--- config.mk ---
export PLATFORM = sky130hd
export DESIGN_NAME = hypergeometric_tail_pvalue_unit
export DESIGN_NICKNAME = d
export VERILOG_FILES = /design/src/hdl/hgt_pkg.sv /design/src/hdl/hypergeometric_tail_pvalue_unit.sv /design/src/hdl/hgt_ctrl.sv /design/src/hdl/hgt_dp.sv
export SDC_FILE = /design/constraint.sdc
export NUM_CORES = 2
export LEC_CHECK = 0
export ABC_AREA = 1
export BUFFER_PORTS_ARGS = -buffer_cell sky130_fd_sc_hd__buf_2
export CELL_PAD_IN_SITES_DETAIL_PLACEMENT = 1
export CELL_PAD_IN_SITES_GLOBAL_PLACEMENT = 1
export CORE_MARGIN = 5
export CORE_UTILIZATION = 30
export DETAILED_ROUTE_END_ITERATION = 7
export PLACE_DENSITY = 0.53
export RECOVER_POWER = 100
export SKIP_CTS_REPAIR_TIMING = 1
export SLEW_MARGIN = 5
export SYNTH_ARGS = -nofsm -noshare
export SYNTH_HDL_FRONTEND = slang
export SYNTH_SLANG_ARGS = --single-unit
--- constraint.sdc ---
create_clock -name aclk -period 25.3 [get_ports aclk]
set_clock_uncertainty 0.15 [all_clocks]
set_input_delay 5.06 -clock aclk [delete_from_list [all_inputs] [get_ports aclk]]
set_output_delay 5.06 -clock aclk [all_outputs]
set_load 0.01 [all_outputs]
--- src/hdl/hgt_pkg.sv ---
`default_nettype none
// ----------------------------------------------------------------------------
// hgt_pkg
// Shared types, constants and the binomial table for the hypergeometric tail
// unit.
// ----------------------------------------------------------------------------
package hgt_pkg;

    localparam int ARG_W   = 5;
    localparam int CNT_W   = 18;
    localparam int P_W     = 33;
    localparam int FRAC_W  = 32;
    localparam int TABLE_N = 21;

    typedef enum logic [2:0] {
        ST_IDLE,
        ST_TOTAL,
        ST_TERM,
        ST_DIV,
        ST_DONE
    } hgt_state_t;

    // controller to datapath
    typedef struct packed {
        logic load;      // capture query
        logic calc_total;
        logic add_term;  // accumulate term for current index, step index
        logic div_start;
        logic div_step;
        logic out_load;
    } hgt_cmd_t;

    // datapath to controller
    typedef struct packed {
        logic bad;
        logic zero_thr;
        logic last_term; // current index is the final one
        logic div_last;
    } hgt_status_t;

    // C(top, pick) for top <= 20; zero when pick > top or top > 20.
    // Pascal's triangle is built from constants only, so this folds down to
    // a lookup on top and pick.
    function automatic logic [CNT_W-1:0] binom(input logic [ARG_W-1:0] top,
                                               input logic [ARG_W-1:0] pick);
        logic [CNT_W-1:0] row [0:TABLE_N-1];
        logic [CNT_W-1:0] r;
        begin
            r = '0;
            for (int k = 0; k < TABLE_N; k++) row[k] = (k == 0) ? CNT_W'(1) : '0;
            for (int n = 0; n < TABLE_N; n++) begin
                if (n > 0) begin
                    for (int k = TABLE_N - 1; k > 0; k--) row[k] = row[k] + row[k-1];
                end
                if (int'(top) == n && pick <= top) r = row[pick];
            end
            return r;
        end
    endfunction

endpackage
`default_nettype wire

--- src/hdl/hypergeometric_tail_pvalue_unit.sv ---
`default_nettype none
// ----------------------------------------------------------------------------
// hypergeometric_tail_pvalue_unit
// Upper-tail hypergeometric p-value with tail and total sample counts.
// ----------------------------------------------------------------------------
// channel | ports                                   | dir
// s_      | valid/ready, population, draws, marked, | in
//         | min_successes                           |
// m_      | valid/ready, p_fixed, tail_count,       | out
//         | total_count, bad_query                  |
// One query at a time: accept, total, tail terms from the threshold index up
// to draws (at least one term), the divider at one quotient bit a cycle, then
// output. Bad queries and zero thresholds skip terms and division.
// aresetn is synchronous; a held result stalls only the final transfer.
// ----------------------------------------------------------------------------
module hypergeometric_tail_pvalue_unit
    import hgt_pkg::*;
#(
    parameter int MAX_POP = 20
) (
    input  wire logic              aclk,
    input  wire logic              aresetn,
    input  wire logic              s_valid,
    output logic                   s_ready,
    input  wire logic [ARG_W-1:0]  s_population,
    input  wire logic [ARG_W-1:0]  s_draws,
    input  wire logic [ARG_W-1:0]  s_marked,
    input  wire logic [ARG_W-1:0]  s_min_successes,
    output logic                   m_valid,
    input  wire logic              m_ready,
    output logic [P_W-1:0]         m_p_fixed,
    output logic [CNT_W-1:0]       m_tail_count,
    output logic [CNT_W-1:0]       m_total_count,
    output logic                   m_bad_query
);

    hgt_cmd_t    cmd;
    hgt_status_t sts;

    hgt_ctrl u_ctrl (
        .aclk    (aclk),
        .aresetn (aresetn),
        .s_valid (s_valid),
        .s_ready (s_ready),
        .m_valid (m_valid),
        .m_ready (m_ready),
        .cmd     (cmd),
        .sts     (sts)
    );

    hgt_dp #(.MAX_POP(MAX_POP)) u_dp (
        .aclk            (aclk),
        .s_population    (s_population),
        .s_draws         (s_draws),
        .s_marked        (s_marked),
        .s_min_successes (s_min_successes),
        .m_p_fixed       (m_p_fixed),
        .m_tail_count    (m_tail_count),
        .m_total_count   (m_total_count),
        .m_bad_query     (m_bad_query),
        .cmd             (cmd),
        .sts             (sts)
    );

    a_p_range: assert property (@(posedge aclk) disable iff (!aresetn)
        m_valid |-> (m_p_fixed <= {1'b1, {FRAC_W{1'b0}}}))
        else $error("p-value above one");

    a_tail_le_total: assert property (@(posedge aclk) disable iff (!aresetn)
        m_valid |-> (m_tail_count <= m_total_count))
        else $error("tail count above total");

    a_bad_zero: assert property (@(posedge aclk) disable iff (!aresetn)
        (m_valid && m_bad_query) |-> (m_total_count == '0 && m_p_fixed == '0))
        else $error("bad query with non-zero result");

endmodule
`default_nettype wire

--- src/hdl/hgt_ctrl.sv ---
`default_nettype none
// ----------------------------------------------------------------------------
// hgt_ctrl
// Sequencer for one query: total, tail terms, long division, output.
// ----------------------------------------------------------------------------
module hgt_ctrl
    import hgt_pkg::*;
(
    input  wire logic        aclk,
    input  wire logic        aresetn,
    input  wire logic        s_valid,
    output logic             s_ready,
    output logic             m_valid,
    input  wire logic        m_ready,
    output hgt_cmd_t         cmd,
    input  wire hgt_status_t sts
);

    hgt_state_t state_reg, state_next;
    logic       mv_reg, mv_next;

    always_ff @(posedge aclk) begin
        if (!aresetn) begin
            state_reg <= ST_IDLE;
            mv_reg    <= 1'b0;
        end else begin
            state_reg <= state_next;
            mv_reg    <= mv_next;
        end
    end

    assign m_valid = mv_reg;

    always_comb begin
        state_next = state_reg;
        cmd        = '0;
        s_ready    = 1'b0;
        mv_next    = mv_reg;
        if (m_valid && m_ready) mv_next = 1'b0;
        unique case (state_reg)
            ST_IDLE: begin
                s_ready = 1'b1;
                if (s_valid) begin
                    cmd.load   = 1'b1;
                    state_next = ST_TOTAL;
                end
            end
            ST_TOTAL: begin
                cmd.calc_total = 1'b1;
                if (sts.bad || sts.zero_thr) state_next = ST_DONE;
                else                         state_next = ST_TERM;
            end
            ST_TERM: begin
                cmd.add_term = 1'b1;
                if (sts.last_term) begin
                    state_next = ST_DIV;
                end
            end
            ST_DIV: begin
                cmd.div_step = 1'b1;
                if (sts.div_last) state_next = ST_DONE;
            end
            ST_DONE: begin
                // result register free once the previous one has gone
                if (!mv_reg || m_ready) begin
                    cmd.out_load = 1'b1;
                    mv_next      = 1'b1;
                    state_next   = ST_IDLE;
                end
            end
            default: state_next = ST_IDLE;
        endcase
        cmd.div_start = (state_reg == ST_TERM) && sts.last_term;
    end

endmodule
`default_nettype wire

--- src/hdl/hgt_dp.sv ---
`default_nettype none
// ----------------------------------------------------------------------------
// hgt_dp
// Query registers, term accumulator and a restoring divider, one quotient
// bit per cycle.
// ----------------------------------------------------------------------------
module hgt_dp
    import hgt_pkg::*;
#(
    parameter int MAX_POP = 20
) (
    input  wire logic              aclk,
    input  wire logic [ARG_W-1:0]  s_population,
    input  wire logic [ARG_W-1:0]  s_draws,
    input  wire logic [ARG_W-1:0]  s_marked,
    input  wire logic [ARG_W-1:0]  s_min_successes,
    output logic [P_W-1:0]         m_p_fixed,
    output logic [CNT_W-1:0]       m_tail_count,
    output logic [CNT_W-1:0]       m_total_count,
    output logic                   m_bad_query,
    input  wire hgt_cmd_t          cmd,
    output hgt_status_t            sts
);

    localparam int QW = CNT_W + FRAC_W; // quotient bits of tail*2^32/total

    logic [ARG_W-1:0] pop_reg, drw_reg, mrk_reg, idx_reg;
    logic [CNT_W-1:0] total_reg, tail_reg;
    logic             bad_reg, zero_reg;
    logic [CNT_W-1:0] term_a_reg, term_b_reg;
    logic [CNT_W:0]   rem_reg;
    logic [QW-1:0]    quo_reg;
    logic [5:0]       cnt_reg;
    logic [35:0]      prod;
    logic [CNT_W:0]   rem_sh;
    logic             bit_in;

    assign sts.bad       = bad_reg;
    assign sts.zero_thr  = zero_reg;
    assign sts.last_term = (idx_reg >= drw_reg);
    assign sts.div_last  = (cnt_reg == 6'(QW - 1));

    // binomial table reads are registered, product formed next cycle
    assign prod   = 36'(term_a_reg) * 36'(term_b_reg);
    assign bit_in = quo_reg[QW-1];
    assign rem_sh = {rem_reg[CNT_W-1:0], bit_in};

    always_ff @(posedge aclk) begin
        if (cmd.load) begin
            pop_reg  <= s_population;
            drw_reg  <= s_draws;
            mrk_reg  <= s_marked;
            idx_reg  <= s_min_successes;
            bad_reg  <= (s_draws > s_population) || (s_marked > s_population)
                        || (32'(s_population) > MAX_POP);
            zero_reg <= (s_min_successes == '0);
            tail_reg <= '0;
        end
        if (cmd.calc_total) begin
            total_reg <= binom(pop_reg, drw_reg);
            // terms for idx; mask out when idx > draws
            term_a_reg <= binom(mrk_reg, idx_reg);
            term_b_reg <= (idx_reg > drw_reg) ? '0
                          : binom(pop_reg - mrk_reg, drw_reg - idx_reg);
        end
        if (cmd.add_term) begin
            if (idx_reg <= drw_reg) tail_reg <= tail_reg + prod[CNT_W-1:0];
            idx_reg    <= idx_reg + 5'd1;
            term_a_reg <= binom(mrk_reg, idx_reg + 5'd1);
            term_b_reg <= (idx_reg >= drw_reg) ? '0
                          : binom(pop_reg - mrk_reg, drw_reg - idx_reg - 5'd1);
        end
        if (cmd.div_start) begin
            // dividend bits shift out of the top of quo_reg as quotient enters;
            // the final term lands in tail_reg through add_term this cycle
            quo_reg <= {(idx_reg <= drw_reg) ? tail_reg + prod[CNT_W-1:0]
                        : tail_reg, {FRAC_W{1'b0}}};
            rem_reg <= '0;
            cnt_reg <= '0;
        end
        if (cmd.div_step) begin
            cnt_reg <= cnt_reg + 6'd1;
            if (rem_sh >= {1'b0, total_reg}) begin
                rem_reg <= rem_sh - {1'b0, total_reg};
                quo_reg <= {quo_reg[QW-2:0], 1'b1};
            end else begin
                rem_reg <= rem_sh;
                quo_reg <= {quo_reg[QW-2:0], 1'b0};
            end
        end
        if (cmd.out_load) begin
            m_bad_query <= bad_reg;
            if (bad_reg) begin
                m_p_fixed     <= '0;
                m_tail_count  <= '0;
                m_total_count <= '0;
            end else if (zero_reg) begin
                m_p_fixed     <= {1'b1, {FRAC_W{1'b0}}};
                m_tail_count  <= total_reg;
                m_total_count <= total_reg;
            end else begin
                m_p_fixed     <= quo_reg[P_W-1:0];
                m_tail_count  <= tail_reg;
                m_total_count <= total_reg;
            end
        end
    end

endmodule
`default_nettype wire

# After elaboration in Yosys (flattened, before gate mapping)
# Memory sizes are Yosys's and may differ from the RTL's.
# Index checks and enable logic that the tools add are counted.
# word_totals
output_inout_bits	72
mem_bits_ro	2880
memories	5
latch_bits	0
reg_bits	242
elab_cells	1500
ramBits	0
# op_classes
n_shift	0
div_mod_pow	0
n_addsub	767
multipliers	1
n_bitwise	5
n_mux	494
n_reduce_logical	122
magnitude_cmp	17
eq_ne	69
# mem_list
name	depth	word_bits	rd	rd_clocked_by_memory_dff	wr	line_no	rtl
(no name shown)	32	18	1	0	0	hgt_pkg.sv:55	if (int'(top) == n && pick <= top) r = row[pick];
(no name shown)	32	18	1	0	0	hgt_pkg.sv:55	
(no name shown)	32	18	1	0	0	hgt_pkg.sv:55	
(no name shown)	32	18	1	0	0	hgt_pkg.sv:55	
(no name shown)	32	18	1	0	0	hgt_pkg.sv:55	
# ops
operator	count
$mux 360	40
$add 18x18->18	723
$bmux 18 s5	100
$mux 18	329
$add 18x1->18 const B	38
$eq 5x5->1 const B	39
$logic_and 1x1->1	107
$mux 50	2
$eq 5x4->1 const B	12
$mux 33	1
$eq 5x3->1 const B	6
$ge 6x6->1 const B	5
$le 5x5->1	6
$not 5->6	5
$logic_not 5->1	4
$ge 19x18->1	1
$mul 18x18->18	1
$sub 18x18->18	1
$eq 5x2->1 const B	3
$gt 5x5->1	3
$mux 3	5
$pmux 3 s5	1
$mux 1	12
$mux 6	2
other kinds (19)	29

# Depth between registers and ports, before layout
# logic_depth
ltp_word	48
depth_mapped	51
ltp_nobuf	44

# Hierarchy
# Synthesis repeated with hierarchy kept, for this count alone.
# unflattened
cells_unflattened	4916
hier_area_um2	32273.5
# modules_own_cells
module	seq_area_each_um2	instances	cells_per_inst	area_each_um2
hgt_dp	6966.7	1	4867	31980.7
hgt_ctrl	80.1	1	49	292.8

# Worst setup path after synthesis
# No wires, ideal clock.
# synth_timing
path_type	input to register
start	in m_ready
end	reg u_dp.m_bad_query, enable pin
n_path_buf	0
path_stages	2
path_slack_ns	16.609
arrival_time_ns	8.042
cell_sequence	nor2_1 -> nor2_1
# synth_lines
element	line_no	rtl
start, declared	hypergeometric_tail_pvalue_unit.sv:30	input wire logic m_ready,
end signal, assigned	hgt_dp.sv:92	m_bad_query <= bad_reg;
end, declared	hgt_dp.sv:20	output logic m_bad_query,

# Final worst setup path
# layout_timing
start	reg u_dp.drw_reg[0]
end	reg u_dp.term_b_reg[5], data pin
# layout_between
elab_chain_len	29
elab_cells_between_ends	222
# layout_rtl
element	line_no	rtl
start, declared	hgt_dp.sv:27	logic [ARG_W-1:0] pop_reg, drw_reg, mrk_reg, idx_reg;
start signal, assigned	hgt_dp.sv:51	drw_reg <= s_draws;
$sub 5x5->5	hgt_dp.sv:64, hgt_dp.sv:71	
$sub 5x1->5 or $not 5->6 (tied branches)	hgt_dp.sv:71, hgt_pkg.sv:55	
$not 5->6 (implied by the code) or $mem_v2 32x18 (tied branches)	--	
$mem_v2 32x18 or $mux 18 (tied branches)	--	
$mux 18 (implied by the code) (2 in series)	hgt_pkg.sv:55	
$mux 18 (20 in series)	hgt_pkg.sv:55	
$mux 18, on equally long branches	hgt_pkg.sv:55, hgt_dp.sv:63	
$mux 18, on equally long branches	hgt_dp.sv:70, hgt_dp.sv:59	
$mux 18 (*)	hgt_dp.sv:66	if (cmd.add_term) begin
end signal, assigned	hgt_dp.sv:63	term_b_reg <= (idx_reg > drw_reg) ? '0
end signal, assigned	hgt_dp.sv:70	term_b_reg <= (idx_reg >= drw_reg) ? '0
end, declared	hgt_dp.sv:30	logic [CNT_W-1:0] term_a_reg, term_b_reg;
# Every way passes the cells marked *; elsewhere a longest branch is shown, timed or not. The select of a mux whose other input is x is not followed.
# A chain may end at the register's enable or synchronous reset.

==> reports/qor.csv <==
metric,value,unit
status,"complete, but fails checks",
failing checks,"max-capacitance violations, max-slew violations",
# DRC,0,
Final Hold Viols,0,
simple-gate portion of the synthesized area,27.9,%
Synth Area in Compound Gates,19.9,%
"commonest non-fill, non-tap cell in the layout",nand2_1,
Worst path top cell family by delay,buffers and inverters,
Max Slew Vio Count,492,
GR Util All Layers,30.0,%
slew margin rel.,-156,%
worst hold path class,reg2reg,
"Async S/R FF share, synth",0,%
post-synthesis sequential area ratio,21.8,%
Clock Latency Late Sink,0.60,ns
final worst path period share,42.7,%
Syn Area/Cell,6.57,um2
Synth Flop Type,edfxtp_1,
initial antenna violation count,0,
crit path buf inv count,9,
IO Count,96,
final WL,177000,um
area share of the largest cell type after synthesis,20.5,%
cell taking the most area after synthesis,edfxtp_1,
Final Wtd Congestion,0.991,
nets@finish,5277,
post-synthesis xor/xnor area fraction,1.54,%
drt pass-1 iters,6,
crit-path max cell delay,1.95,ns
most frequent cells in the layout,"nand2_1, inv_1, nor2_1, o21ai_0, a21oi_1",
largest net degree at the start of global routing,67,
flip-flop count of the largest register after layout,50,
DR iter-0 viols,3670,
vias in the first global route,37200,
CTS Buf Count,28,
area delta synth->final,8.22,%
H-tree levels,1,
synth top area cells,"edfxtp_1, nand2_1, inv_1",
clk root buf,clkbuf_16,
TritonCTS clock tree,done,
Synth Register Bits,242,
Netlist cell types,74,
die area,114000,um2
CP Max Fanout,49,
final setup violation count,0,
f_max,0.0925,GHz
first-pass GRT wire length,257000,um
total vias in the final route,36600,
main combinational cell family by area after synthesis,simple AND/OR/NAND/NOR gates,
Syn Inst Count,4910,
chip width,338,um
layout cell share with drive strength beyond 1,3.63,%
post-route setup TNS,0,ns
mux cell area share after synthesis,0,%
number of I/O port buffers,95,
Die Y,338,um
Worst-path clk slew,0.06,ns
Mapped Area,32300,um2
critical path class,reg2reg,
Critical Path AT,10.96,ns
CTS sink count,242,
DRT antenna net count,0,
vias per cell,5.77,
Site Rows,120,
Yosys Warn Count,0,
# fillers,13800,
maxcap violations,12,
CP max-delay cell,clkbuf_1,
Startpoint Class,register,
Critical Path RT,25.45,ns
RSZ-0062 raised after global routing,false,
"EDFF count, synth",220,
wire length per cell,27.9,um
post-synthesis net count,5279,
Crit path top cell by count,inv_1,
grt total ovfl,0,
core box area,107000,um2
Post-Synth Adder-Cell Area,16.3,%
maximum root-to-sink buffer count,3,
DP HPWL,139000,um
Setup crit end kind,register,
worst-margin pin slew,3.84,ns
Tmin final,10.81,ns
Starting Density,30.2,%
## cell usage after synthesis, types with 8 or more instances
master and number:
o2111ai_1 29, o211ai_1 61, nand3b_1 10, buf_1 15
clkbuf_1 134, a221oi_1 10, nand3_1 250, nor4_1 13
inv_1 781, o31ai_1 30, a21oi_1 280, o21ai_1 14
o41ai_1 8, o22ai_1 35, nor3_1 125, nand4_1 60
o21bai_1 11, o21ai_0 382, nor2_1 704, a31oi_1 66
a41oi_1 13, xor2_1 29, buf_2 41, o221ai_1 15
edfxtp_1 220, a211oi_1 20, o311ai_1 9, ha_1 217
fa_1 128, a311oi_1 8, nor2_2 12, clkinv_1 14
nand2_1 966, nand2_2 10, xnor2_1 26, o311ai_0 23
inv_2 21, dfxtp_1 22, buf_4 9
## kinds of logic after synthesis
| logic type | count (synthesis) |
|---|---|
| simple gates | 2174 |
| compound gates | 1068 |
| buf+inv | 1025 |
| fa+ha+maj | 345 |
| flops | 242 |
| xor+xnor | 56 |
## layout make-up
type | instances | area (um2) | area share (%)
Timing Repair Buffer | 176 | 911 | 2.61
Multi-Input combinational cell | 3643 | 21200 | 60.8
Antenna cell | 1 | 2.50 | 0.00716
Clock inverter | 14 | 155 | 0.444
Tap cell | 1403 | 1760 | 5.02
Sequential cell | 242 | 7050 | 20.2
Inverter | 817 | 3070 | 8.79
Clock buffer | 38 | 768 | 2.20
## final timing paths
kind,endpoint,start,depth (start not counted),slack [ns]
hold / removal,u_dp.tail_reg[2],u_dp.tail_reg[2],2,0.37
setup / recovery,u_dp.term_b_reg[5],u_dp.drw_reg[0],29,14.49
hold reg to reg,u_dp.tail_reg[2],u_dp.tail_reg[2],2,0.37
setup reg to reg,u_dp.term_b_reg[5],u_dp.drw_reg[0],29,14.49
## metrics by stage
stage,worst slack [ns],utilization [%],instance area (um2),hold WS (ns),instances
detailed placement,17.90,32.0,34200,0.357,6281
global placement,18.04,32.0,34200,0.352,6281
CTS,17.88,32.9,35100,0.369,6333
floorplan,16.61,-,32300,0.299,4910
global route,13.95,32.7,34900,0.410,6333
finish,14.49,32.7,34900,0.374,6334
## worst reg2reg max path: cells and delay by family (launching register included)
family / cells / cell delay (ns)
buffers and inverters: 9 / 5.70
AO/OA/AOI/OAI: 3 / 0.67
flip-flops: 1 / 0.50
adder cells (fa/ha/maj): 4 / 1.57
AND/OR/NAND/NOR: 13 / 1.94
## routing by layer
layer	wire length [um]	global-route usage [%]
met1	77700	41.0
met2	78200	47.7
met3	10700	3.25
met4	10400	13.9
met5	0	0
Power is left out: the tool's default activity adds up to more than one toggle a clock period on the data nets, which glitch-free logic cannot reach.
